### src/rtl/core/ivl_pkg.sv
// Shared types and constants of the interlace vertical low-pass filter.
package ivl_pkg;

    localparam int PIX_W   = 16;
    localparam int ROW_W   = 12;
    localparam int LINES_W = 13;
    localparam int MODE_W  = 2;
    localparam int IDX_W   = 2;

    typedef enum logic [MODE_W-1:0] {
        MODE_PASS    = 2'd0,
        MODE_LINEAR  = 2'd1,
        MODE_COMPLEX = 2'd2
    } mode_t;

    localparam logic [IDX_W-1:0] CFG_FILTER_MODE = 2'd0;
    localparam logic [IDX_W-1:0] CFG_LINE_COUNT  = 2'd1;
    localparam logic [IDX_W-1:0] CFG_PIXEL_MAX   = 2'd2;

    localparam logic [MODE_W-1:0]  RST_FILTER_MODE = MODE_PASS;
    localparam logic [LINES_W-1:0] RST_LINE_COUNT  = 13'd1;
    localparam logic [PIX_W-1:0]   RST_PIXEL_MAX   = 16'd255;

    typedef struct packed {
        logic [MODE_W-1:0]  filter_mode;
        logic [LINES_W-1:0] line_count;
        logic [PIX_W-1:0]   pixel_max;
    } cfg_t;

    // Taps after edge-row substitution.
    typedef struct packed {
        logic [PIX_W-1:0] c;
        logic [PIX_W-1:0] a;
        logic [PIX_W-1:0] b;
        logic [PIX_W-1:0] a2;
        logic [PIX_W-1:0] b2;
    } tap_t;

    // Partial sums of both filters.
    typedef struct packed {
        logic [PIX_W-1:0] c;
        logic [17:0]      lin;
        logic [18:0]      s3;
        logic [16:0]      neg;
        logic             up;
    } sum_t;

    // Filter results before the clip and limit step.
    typedef struct packed {
        logic [PIX_W-1:0]  c;
        logic [PIX_W-1:0]  lin_res;
        logic signed [20:0] cx;
        logic              up;
    } fin_t;

endpackage

### src/rtl/core/interlace_vertical_lowpass.sv
// Top level of the interlace vertical low-pass (anti-twitter) filter.
//
//   channel  direction  handshake               word
//   cfg      in         cfg_valid / cfg_ready   cfg_index, cfg_data
//   s        in         s_valid / s_ready       row, center and four neighbor pixels
//   m        out        m_valid / m_ready       filtered pixel
//
// Four register stages: tap substitution, partial sums, final sums, clip and limit.
// A word enters every cycle unless the pipeline stalls, and leaves after the clip and limit stage.
// Each stage holds its word while the next one is full and stalled; an empty
// stage takes a word even when the output waits, so bubbles close up.
// Synchronous active-low reset empties the pipeline and restores the registers.
// The configuration port is always ready.
module interlace_vertical_lowpass
    import ivl_pkg::*;
#(
    parameter int MAX_LINES  = 4096,
    parameter int PIXEL_BITS = 16
) (
    input  logic             aclk,
    input  logic             aresetn,
    input  logic             cfg_valid,
    output logic             cfg_ready,
    input  logic [IDX_W-1:0] cfg_index,
    input  logic [PIX_W-1:0] cfg_data,
    input  logic             s_valid,
    output logic             s_ready,
    input  logic [ROW_W-1:0] s_row_index,
    input  logic [PIX_W-1:0] s_center_pixel,
    input  logic [PIX_W-1:0] s_above_pixel,
    input  logic [PIX_W-1:0] s_below_pixel,
    input  logic [PIX_W-1:0] s_above2_pixel,
    input  logic [PIX_W-1:0] s_below2_pixel,
    output logic             m_valid,
    input  logic             m_ready,
    output logic [PIX_W-1:0] m_filtered_pixel
);

    cfg_t cfg;
    logic v1;
    logic r1;
    tap_t tap;
    logic v2;
    logic r2;
    sum_t sum;
    logic v3;
    logic r3;
    fin_t fin;

    ivl_cfg_regs u_cfg (
        .aclk      (aclk),
        .aresetn   (aresetn),
        .cfg_valid (cfg_valid),
        .cfg_ready (cfg_ready),
        .cfg_index (cfg_index),
        .cfg_data  (cfg_data),
        .cfg       (cfg)
    );

    ivl_edge_stage #(
        .MAX_LINES  (MAX_LINES),
        .PIXEL_BITS (PIXEL_BITS)
    ) u_edge (
        .aclk         (aclk),
        .aresetn      (aresetn),
        .cfg          (cfg),
        .in_valid     (s_valid),
        .in_ready     (s_ready),
        .row_index    (s_row_index),
        .center_pixel (s_center_pixel),
        .above_pixel  (s_above_pixel),
        .below_pixel  (s_below_pixel),
        .above2_pixel (s_above2_pixel),
        .below2_pixel (s_below2_pixel),
        .out_valid    (v1),
        .out_ready    (r1),
        .out_tap      (tap)
    );

    ivl_sum_stage u_sum (
        .aclk      (aclk),
        .aresetn   (aresetn),
        .in_valid  (v1),
        .in_ready  (r1),
        .in_tap    (tap),
        .out_valid (v2),
        .out_ready (r2),
        .out_sum   (sum)
    );

    ivl_mix_stage u_mix (
        .aclk      (aclk),
        .aresetn   (aresetn),
        .in_valid  (v2),
        .in_ready  (r2),
        .in_sum    (sum),
        .out_valid (v3),
        .out_ready (r3),
        .out_fin   (fin)
    );

    ivl_limit_stage #(
        .PIXEL_BITS (PIXEL_BITS)
    ) u_limit (
        .aclk      (aclk),
        .aresetn   (aresetn),
        .cfg       (cfg),
        .in_valid  (v3),
        .in_ready  (r3),
        .in_fin    (fin),
        .out_valid (m_valid),
        .out_ready (m_ready),
        .out_pixel (m_filtered_pixel)
    );

`ifndef SYNTHESIS
    a_reset_empties: assert property (@(posedge aclk)
        !aresetn |=> !(v1 || v2 || v3 || m_valid))
        else $error("pipeline not empty after reset");

    a_accept_fills: assert property (@(posedge aclk) disable iff (!aresetn)
        (s_valid && s_ready) |=> v1)
        else $error("accepted word missing from first stage");

    a_stage_moves: assert property (@(posedge aclk) disable iff (!aresetn)
        (v1 && r1) |=> v2)
        else $error("word lost between first and second stage");

    a_stall_holds: assert property (@(posedge aclk) disable iff (!aresetn)
        (v3 && !r3) |=> (v3 && $stable(fin)))
        else $error("stalled word changed in third stage");
`endif

endmodule

### src/rtl/core/ivl_cfg_regs.sv
// Configuration register file of the interlace vertical low-pass filter.
module ivl_cfg_regs
    import ivl_pkg::*;
(
    input  logic             aclk,
    input  logic             aresetn,
    input  logic             cfg_valid,
    output logic             cfg_ready,
    input  logic [IDX_W-1:0] cfg_index,
    input  logic [PIX_W-1:0] cfg_data,
    output cfg_t             cfg
);

    cfg_t cfg_reg;

    assign cfg_ready = 1'b1;
    assign cfg       = cfg_reg;

    always_ff @(posedge aclk) begin
        if (!aresetn) begin
            cfg_reg.filter_mode <= RST_FILTER_MODE;
            cfg_reg.line_count  <= RST_LINE_COUNT;
            cfg_reg.pixel_max   <= RST_PIXEL_MAX;
        end else if (cfg_valid) begin
            // An index past the register list is accepted and dropped.
            unique case (cfg_index)
                CFG_FILTER_MODE: cfg_reg.filter_mode <= cfg_data[MODE_W-1:0];
                CFG_LINE_COUNT:  cfg_reg.line_count  <= cfg_data[LINES_W-1:0];
                CFG_PIXEL_MAX:   cfg_reg.pixel_max   <= cfg_data;
                default: ;
            endcase
        end
    end

endmodule

### src/rtl/core/ivl_edge_stage.sv
// First pipeline stage: pixel masking and edge-row tap substitution.
module ivl_edge_stage
    import ivl_pkg::*;
#(
    parameter int MAX_LINES  = 4096,
    parameter int PIXEL_BITS = 16
) (
    input  logic             aclk,
    input  logic             aresetn,
    input  cfg_t             cfg,
    input  logic             in_valid,
    output logic             in_ready,
    input  logic [ROW_W-1:0] row_index,
    input  logic [PIX_W-1:0] center_pixel,
    input  logic [PIX_W-1:0] above_pixel,
    input  logic [PIX_W-1:0] below_pixel,
    input  logic [PIX_W-1:0] above2_pixel,
    input  logic [PIX_W-1:0] below2_pixel,
    output logic             out_valid,
    input  logic             out_ready,
    output tap_t             out_tap
);

    localparam logic [PIX_W-1:0] PIX_MASK  = PIX_W'((33'd1 << PIXEL_BITS) - 33'd1);
    localparam logic [17:0]      MAX_L_EXT = 18'(MAX_LINES);

    logic               valid_reg;
    tap_t               tap_reg;
    tap_t               tap_next;
    logic               filtering;
    logic               edge2;
    logic [LINES_W-1:0] lines;
    logic signed [14:0] bottom_thr;
    logic               top_row;
    logic               bottom_row;
    logic [PIX_W-1:0]   c;

    always_comb begin
        filtering = (cfg.filter_mode == MODE_LINEAR) || (cfg.filter_mode == MODE_COMPLEX);
        edge2     = (cfg.filter_mode == MODE_COMPLEX);
        lines     = ({5'd0, cfg.line_count} > MAX_L_EXT) ? MAX_L_EXT[LINES_W-1:0]
                                                         : cfg.line_count;
        bottom_thr = $signed({2'b00, lines}) - 15'sd1 - $signed({14'd0, edge2});
        top_row    = row_index <= {{(ROW_W-1){1'b0}}, edge2};
        // A negative threshold makes every row that is not a top row a bottom row.
        bottom_row = bottom_thr[14] || ($signed({3'b000, row_index}) >= bottom_thr);
        c          = center_pixel & PIX_MASK;

        tap_next.c  = c;
        tap_next.a  = above_pixel & PIX_MASK;
        tap_next.b  = below_pixel & PIX_MASK;
        tap_next.a2 = above2_pixel & PIX_MASK;
        tap_next.b2 = below2_pixel & PIX_MASK;
        if (filtering) begin
            if (top_row) begin
                tap_next.a  = c;
                tap_next.a2 = c;
            end else if (bottom_row) begin
                tap_next.b  = c;
                tap_next.b2 = c;
            end
        end
    end

    assign in_ready  = !valid_reg || out_ready;
    assign out_valid = valid_reg;
    assign out_tap   = tap_reg;

    always_ff @(posedge aclk) begin
        if (!aresetn) begin
            valid_reg <= 1'b0;
        end else if (in_ready) begin
            valid_reg <= in_valid;
        end
    end

    always_ff @(posedge aclk) begin
        if (in_ready && in_valid) begin
            tap_reg <= tap_next;
        end
    end

endmodule

### src/rtl/core/ivl_sum_stage.sv
// Second pipeline stage: partial sums of the three-tap and five-tap filters.
module ivl_sum_stage
    import ivl_pkg::*;
(
    input  logic aclk,
    input  logic aresetn,
    input  logic in_valid,
    output logic in_ready,
    input  tap_t in_tap,
    output logic out_valid,
    input  logic out_ready,
    output sum_t out_sum
);

    logic valid_reg;
    sum_t sum_reg;
    sum_t sum_next;

    always_comb begin
        sum_next.c   = in_tap.c;
        sum_next.lin = 18'd1 + {1'b0, in_tap.c, 1'b0} + 18'(in_tap.a) + 18'(in_tap.b);
        sum_next.s3  = 19'({in_tap.c, 1'b0}) + 19'(in_tap.c) + 19'(in_tap.a)
                     + 19'(in_tap.b);
        sum_next.neg = 17'(in_tap.a2) + 17'(in_tap.b2);
        // Direction of the limit: the near pair a and b lies above twice the center.
        sum_next.up  = (17'(in_tap.a) + 17'(in_tap.b)) > {in_tap.c, 1'b0};
    end

    assign in_ready  = !valid_reg || out_ready;
    assign out_valid = valid_reg;
    assign out_sum   = sum_reg;

    always_ff @(posedge aclk) begin
        if (!aresetn) begin
            valid_reg <= 1'b0;
        end else if (in_ready) begin
            valid_reg <= in_valid;
        end
    end

    always_ff @(posedge aclk) begin
        if (in_ready && in_valid) begin
            sum_reg <= sum_next;
        end
    end

endmodule

### src/rtl/core/ivl_mix_stage.sv
// Third pipeline stage: final filter sums with rounding.
module ivl_mix_stage
    import ivl_pkg::*;
(
    input  logic aclk,
    input  logic aresetn,
    input  logic in_valid,
    output logic in_ready,
    input  sum_t in_sum,
    output logic out_valid,
    input  logic out_ready,
    output fin_t out_fin
);

    logic valid_reg;
    fin_t fin_reg;
    fin_t fin_next;

    always_comb begin
        fin_next.c       = in_sum.c;
        fin_next.lin_res = in_sum.lin[17:2];
        fin_next.cx      = 21'sd4 + $signed({1'b0, in_sum.s3, 1'b0})
                         - $signed({4'd0, in_sum.neg});
        fin_next.up      = in_sum.up;
    end

    assign in_ready  = !valid_reg || out_ready;
    assign out_valid = valid_reg;
    assign out_fin   = fin_reg;

    always_ff @(posedge aclk) begin
        if (!aresetn) begin
            valid_reg <= 1'b0;
        end else if (in_ready) begin
            valid_reg <= in_valid;
        end
    end

    always_ff @(posedge aclk) begin
        if (in_ready && in_valid) begin
            fin_reg <= fin_next;
        end
    end

endmodule

### src/rtl/core/ivl_limit_stage.sv
// Output stage: clip and direction limit of the five-tap result, mode select.
module ivl_limit_stage
    import ivl_pkg::*;
#(
    parameter int PIXEL_BITS = 16
) (
    input  logic             aclk,
    input  logic             aresetn,
    input  cfg_t             cfg,
    input  logic             in_valid,
    output logic             in_ready,
    input  fin_t             in_fin,
    output logic             out_valid,
    input  logic             out_ready,
    output logic [PIX_W-1:0] out_pixel
);

    localparam logic [PIX_W-1:0] PIX_MASK = PIX_W'((33'd1 << PIXEL_BITS) - 33'd1);

    logic             valid_reg;
    logic [PIX_W-1:0] pixel_reg;
    logic [PIX_W-1:0] pixel_next;
    logic [PIX_W-1:0] bound;
    logic [16:0]      shifted;
    logic [PIX_W-1:0] clipped;
    logic [PIX_W-1:0] limited;

    always_comb begin
        bound   = (cfg.pixel_max < PIX_MASK) ? cfg.pixel_max : PIX_MASK;
        shifted = in_fin.cx[20] ? 17'd0 : in_fin.cx[19:3];
        clipped = (shifted > {1'b0, bound}) ? bound : shifted[PIX_W-1:0];
        // The limit may return the center itself, even when it exceeds the clip bound.
        if (in_fin.up) begin
            limited = (clipped < in_fin.c) ? in_fin.c : clipped;
        end else begin
            limited = (clipped > in_fin.c) ? in_fin.c : clipped;
        end
        if (cfg.filter_mode == MODE_LINEAR) begin
            pixel_next = in_fin.lin_res;
        end else if (cfg.filter_mode == MODE_COMPLEX) begin
            pixel_next = limited;
        end else begin
            pixel_next = in_fin.c;
        end
    end

    assign in_ready  = !valid_reg || out_ready;
    assign out_valid = valid_reg;
    assign out_pixel = pixel_reg;

    always_ff @(posedge aclk) begin
        if (!aresetn) begin
            valid_reg <= 1'b0;
        end else if (in_ready) begin
            valid_reg <= in_valid;
        end
    end

    always_ff @(posedge aclk) begin
        if (in_ready && in_valid) begin
            pixel_reg <= pixel_next;
        end
    end

endmodule

### config.mk
export PLATFORM = sky130hd
export DESIGN_NAME = interlace_vertical_lowpass
export DESIGN_NICKNAME = d
export VERILOG_FILES = /design/src/rtl/core/ivl_pkg.sv /design/src/rtl/core/interlace_vertical_lowpass.sv /design/src/rtl/core/ivl_cfg_regs.sv /design/src/rtl/core/ivl_edge_stage.sv /design/src/rtl/core/ivl_sum_stage.sv /design/src/rtl/core/ivl_mix_stage.sv /design/src/rtl/core/ivl_limit_stage.sv
export SDC_FILE = /design/constraint.sdc
export NUM_CORES = 1
export LEC_CHECK = 0
export BUFFER_PORTS_ARGS = -buffer_cell sky130_fd_sc_hd__buf_2
export CAP_MARGIN = 20
export CORE_MARGIN = 1
export CORE_UTILIZATION = 62
export DETAILED_ROUTE_END_ITERATION = 16
export PLACE_DENSITY = 0.87
export SLEW_MARGIN = 20
export SYNTH_ARGS = -nofsm -noshare
export SYNTH_HDL_FRONTEND = slang
export SYNTH_SLANG_ARGS = --single-unit
### constraint.sdc
create_clock -name aclk -period 6.05 [get_ports aclk]
set_clock_uncertainty 0.15 [all_clocks]
set_input_delay 0.3025 -clock aclk [delete_from_list [all_inputs] [get_ports aclk]]
set_output_delay 0.3025 -clock aclk [all_outputs]
set_load 0.005 [all_outputs]
==> results of run 1 <==
-- cell usage after synthesis (all sizes together), types with 4 or more instances --
cell and number:
or2 4, xnor2 61, ha 181, nor2b 35, a21oi 75, o31a 4, o211ai 16, edfxtp 216
or4 5, or3 13, xor2 23, fa 36, nand3b 6, a31oi 25, nand3 28, a21o 23
buf 8, mux2 80, a2111oi 6, o21a 24, nor2 76, nor3 36, and3 13, inv 170
o21bai 6, dfxtp 35, nand4 12, o41ai 6, clkbuf 31, nand2 118, o31ai 27, and2 6
nand2b 15, nor4 23, a21boi 24, o21ai 42, a211oi 5
-- layer usage --
metal / global-route usage [%] / wire [um] / vias to the layer above
met5: 0 / 0 / -
met1: 37.5 / 17200 / 6161
met2: 54.3 / 20800 / 552
met4: 10.6 / 1550 / 0
li1: - / - / 6123
met3: 3.83 / 2380 / 122
-- worst max-delay path, stage by stage, from the launching register on --
cell	delay, ns
edfxtp_1	0.59
nor2b_1	0.26
ha_1	0.27
a21o_1	0.18
a2111oi_0	0.39
o21ai_0	0.19
o21ai_0	0.18
o21ba_2	0.31
mux2_2	0.34
ha_1	0.29
a21o_1	0.16
a21o_1	0.16
a2111oi_0	0.45
o31a_1	0.21
nand3_1	0.15
nand3_1	0.59
a31oi_1	0.19
o31ai_1	0.34
-- how the worst max path moves through the flow --
stage / to / slack, ns / start
global placement: u_limit.out_pixel[0]$_DFFE_PP_ / 0.84 / u_mix.out_fin[21]$_DFFE_PP_
CTS: u_limit.out_pixel[5]$_DFFE_PP_ / 0.61 / u_mix.out_fin[21]$_DFFE_PP_
floorplan: u_limit.out_pixel[10]$_DFFE_PP_ / 0.78 / u_mix.out_fin[21]$_DFFE_PP_
global route: u_limit.out_pixel[8]$_DFFE_PP_ / 0.24 / u_mix.out_fin[21]$_DFFE_PP_
detailed placement: u_limit.out_pixel[5]$_DFFE_PP_ / 0.64 / u_mix.out_fin[21]$_DFFE_PP_
finish: u_limit.out_pixel[5]$_DFFE_PP_ / 0.45 / u_mix.out_fin[21]$_DFFE_PP_
-- cells by family after synthesis --
logic type	share of synthesized area, %
and+or+nand+nor	12.1
AOI/OAI and AO/OA	12.4
DFF	42.5
adders and majority gates	17.7
buffers and inverters	4.85
xor gates and xnor gates	4.35
muxes	6.06
other	0.0222
-- layout make-up --
cell class | count | area, sq um | area share, %
multi-input cells | 1098 | 8920 | 45.3
flip-flops and latches | 251 | 7190 | 36.5
repair buffers | 238 | 1710 | 8.69
clock buffers | 33 | 698 | 3.54
inverters | 171 | 642 | 3.26
well taps | 341 | 427 | 2.17
clock inverters | 14 | 119 | 0.603
-- through the flow --
stage                     area, sq um  power (mW)  instances  utilization (%)  setup slack [ns]
final                           19700        6.21       2146             73.3             0.448
after global placement          17900        4.40       2002             66.7             0.837
after floorplan                 16900        3.98       1559                -             0.776
after CTS                       19700        6.16       2146             73.3             0.612
after detailed placement        17900        4.53       2002             66.7             0.638
after global routing            19700        6.56       2146             73.3             0.235
-- power by group through the flow --
stage | registers (mW) | clock network, mW | logic [mW]
2_1_floorplan | 2.27 | 0 | 1.71
3_3_place_gp | 2.30 | 0 | 2.09
3_5_place_dp | 2.31 | 0 | 2.21
4_1_cts | 2.28 | 1.58 | 2.30
5_1_grt | 2.29 | 1.66 | 2.61
6_report | 2.28 | 1.58 | 2.36
==> results.cfg, run 1 <==
[run_status]
status = completed

[power]
p_seq_share_pct = 36.7
p_leak_nw = 8.45
swShare_pct = 33.7
p_switching_mw = 2.09
ir_drop_uv = 285
p_comb_share_pct = 37.9
power_density_mw_per_mm2 = 315
internal_power_mw = 4.12
pwr-share-clk_pct = 25.4

[cells_and_area]
largest_register_ffs = 80
finalNetCount = 2119
num-fill-cells = 1669
drive_gt1_share_pct = 15.3
final_common_cell = edfxtp_1
diodes = 0
most-common-layout-cells = edfxtp_1, ha_1, inv_1, buf_2, nand2_1
syn2layout_area_growth_pct = 16.6

[clocking]
path_clk_slew_ns = 0.06
clkLatencyLatePin_ns = 0.54
cts_setup_buffers = 0
cts.repair.resized = 0
root_buffer = clkbuf_16
cts_buffers = 27
cts_sinks = 251
clk_path_buf_depth = 3
cts_tree = built
cts_htree_levels = 1
holdBufCountCts = 97

[drt]
drtAntennaViolNets = 0
wirelength_mm = 41.9
wl_per_cell_um = 19.5
dr.pass1.iters = 5
vias = 13000
via_per_inst = 6.04
drcViolationCount = 0
drt_iter0_markers = 1098

[die]
num_rows = 60
core_sq_mm = 0.0269
start_util_pct = 62.9
io_pins = 134
die_h_um = 167
die_w_um = 167
dieArea_sq_mm = 0.0279

[logic_synthesis]
yosysTopAreaCell = edfxtp_1
ys.flop_type = edfxtp_1
synth_edf_count = 216
syn-mean-instance-area_sq_um = 10.8
ys_seq_elements = 251
synth_area_leaders = edfxtp_1, ha_1, fa_1, dfxtp_1, inv_1
yosysWarningCount = 0
synth_top_area_share_pct = 38.4
async_flop_share_pct = 0
synthDistinctLibCells = 78
syn_area_sq_mm = 0.0169
synth_nets = 1891
syn_inst = 1559
yosysSeqAreaShare_pct = 42.5

[critical_path]
worstSetupStartpointType = register
worstSetupPathType = reg -> reg
rr_endpoint = u_limit.out_pixel[5]$_DFFE_PP_
arrival_ns = 5.78
crit_path_max_fanout = 17
cp.required_ns = 6.23
end_kind = register
reg2regPathDepth = 17
worstReg2RegStart = u_mix.out_fin[21]$_DFFE_PP_
rrSetupSlack_ns = 0.45

[timing]
hold_ws_ns = 0.0276
tightest_slew_ns = 1.05
final_max_slew_viol_count = 0
slew_headroom_pct = 29.9
hold_violations = 0
setup_violations = 0
clock.fmax_mhz = 179
period_share_pct = 92.6
min_period_ns = 5.60
rsz0062_at_grt = false
tns_ns = 0

[global_routing]
grt_pass1_vias = 13300
grt_pass1_wl_mm = 67.6
track_usage_pct = 30.3
antenna_found_initial = 0
grt_max_degree = 81
overflow = 0

[hold_path]
holdPathEnd = u_limit.out_valid$_SDFFE_PN0P_
hold_class = in -> reg
worstHoldStart = m_ready
min_path_cells = 3

[placed_design]
io_buffers = 132
dp_hpwl_mm = 28.3
gp_congestion = 0.898

[run]
drv_cap = 0
Power figures use the tool's default switching activity.
==> run 2: changes to the inputs <==
- CELL_PAD_IN_SITES_DETAIL_PLACEMENT: not set -> 0
- CELL_PAD_IN_SITES_GLOBAL_PLACEMENT: not set -> 1
- CORE_UTILIZATION: 62 -> 49
- PLACE_DENSITY: 0.87 -> 0.86
- SLEW_MARGIN: 20 -> 40
==> run 2 against run 1 <==
Die area increased by 26%. Global-route usage is 8.4 points lower. Critical endpoint is now u_limit.out_pixel[1]$_DFFE_PP_. Sequential cell count stayed put. Non-clock buffer count grew 1. Total power rose by 1.4%. Maximum frequency up 3.3%. Utilization is 14 points lower. Critical path depth did not move. Cell area increased by 1.5%. Highest routed layer unchanged. First-iteration DRC count decreased by 47%. Clock power is 11% higher.
==> results.cfg, run 2 (synthesis gave the netlist of run 1 again) <==
[drt]
dr.pass1.iters = 5
wl_per_cell_um = 17.0
wirelength_mm = 38.4
vias = 12300
drt_iter0_markers = 584
drcViolationCount = 0
via_per_inst = 5.47
drtAntennaViolNets = 0

[cells_and_area]
final_common_cell = edfxtp_1
drive_gt1_share_pct = 15.8
finalNetCount = 2122
num-fill-cells = 2757
fin_cells = 2259
most-common-layout-cells = edfxtp_1, ha_1, inv_1, buf_2, nand2_1
diodes = 0
largest_register_ffs = 80
multiInputGateArea_sq_mm = 0.00893
fin_util_pct = 59.4
syn2layout_area_growth_pct = 18.4
final_area_sq_mm = 0.0200
seq_area_sq_mm = 0.00719

[global_routing]
antenna_found_initial = 0
grt_pass1_wl_mm = 62.5
grt_pass1_vias = 12500
overflow = 0
grt_max_degree = 74
track_usage_pct = 21.9

[critical_path]
cpPeakStageDelay_ns = 0.62
cpMaxStageDelayCell = edfxtp_1
crit_path_max_fanout = 17
arrival_ns = 5.54
crit_top_cell = a21o_1
worstSetupPathType = reg -> reg
cp.required_ns = 6.16
end_kind = register
worstSetupStartpointType = register
cp_cell_sequence = nor2b_1, ha_1, a21o_1, a2111oi_0, o21ai_0, o21ai_0, o21ba_2, mux2_2, ha_1, a21o_1, a21o_1, a2111oi_0, o31a_1, nand3_1, and3_1, nor4_1, o31ai_1

[clocking]
cts_htree_levels = 1
cts_tree = built
clkLatencyLatePin_ns = 0.55
path_clk_slew_ns = 0.06
cts_buffers = 29
cts_sinks = 251
root_buffer = clkbuf_16
cts_setup_buffers = 0
clk_path_buf_depth = 3

[timing]
setup_violations = 0
slew_headroom_pct = 49.8
worst_slack_ns = 0.628
rsz0062_at_grt = false
tightest_slew_ns = 0.743
min_period_ns = 5.42
clock.fmax_mhz = 184
tns_ns = 0
final_max_slew_viol_count = 0
hold_violations = 0
period_share_pct = 89.6
hold_ws_ns = 0.0221

[placed_design]
placed_area_sq_mm = 0.0181
pre_cts_ws_ns = 0.622
dp_hpwl_mm = 28.2
io_buffers = 132
gp_congestion = 0.871
placed_cells = 2110

[power]
ir_drop_uv = 294
power_density_mw_per_mm2 = 315
p_leak_nw = 8.52
power.total_mw = 6.30

[run]
drv_cap = 0

[die]
die_w_um = 188
dieArea_sq_mm = 0.0352
core_sq_mm = 0.0337
die_h_um = 188
num_rows = 67
start_util_pct = 50.1
io_pins = 134

[hold_path]
hold_class = in -> reg

[run_status]
status = completed
## run 2: cell count changes in the layout (fill, tap and decap cells not counted), sizes merged
cell      previous run  this run
inv                170       171
clkinvlp             1         3
clkbuf              33        35
clkinv              12        10
buf                141       142
bufinv               2         4
## run 2: repair_timing
item,4_1_cts,5_1_grt
gates resized for setup,0,1
hold buffers,97,0
hold endpoints to repair,112,0
setup endpoints to repair,0,5
## run 2: critical path: cells and delay by family, from the launching register on
kind	cells	cell delay [ns]
flops	1	0.62
simple gates	4	1.23
fa+ha+maj	2	0.57
compound gates	10	2.24
mux	1	0.33
## run 2: final cells by class
class	instances	area share (%)
inverters	171	3.21
clock buffers	35	3.79
repair buffers	239	8.67
flip-flops and latches	251	35.9
clock inverters	17	0.994
multi-input cells	1098	44.6
well taps	448	2.80
## run 2: worst paths after layout
kind | slack (ns) | end | cells after the start | from
worst min-delay path | 0.02 | u_limit.out_valid$_SDFFE_PN0P_ | 3 | m_ready
worst max register to register | 0.63 | u_limit.out_pixel[1]$_DFFE_PP_ | 17 | u_mix.out_fin[21]$_DFFE_PP_
worst max-delay path | 0.63 | u_limit.out_pixel[1]$_DFFE_PP_ | 17 | u_mix.out_fin[21]$_DFFE_PP_
worst min register to register | 0.26 | u_mix.out_fin[34]$_DFFE_PP_ | 0 | u_sum.out_sum[51]$_DFFE_PP_
## run 2: power by group
part / switching (mW) / internal, mW / total [mW]
registers: 0.100 / 2.18 / 2.28
logic: 1.23 / 1.03 / 2.26
clock network: 0.697 / 1.06 / 1.76
## run 2: per-layer routing
metal / global-route usage [%] / vias up / wire length, um
met2: 37.7 / 312 / 18200
li1: - / 6133 / -
met5: 0 / - / 0
met4: 5.75 / 0 / 933
met3: 2.53 / 59 / 1510
met1: 29.3 / 5843 / 17800
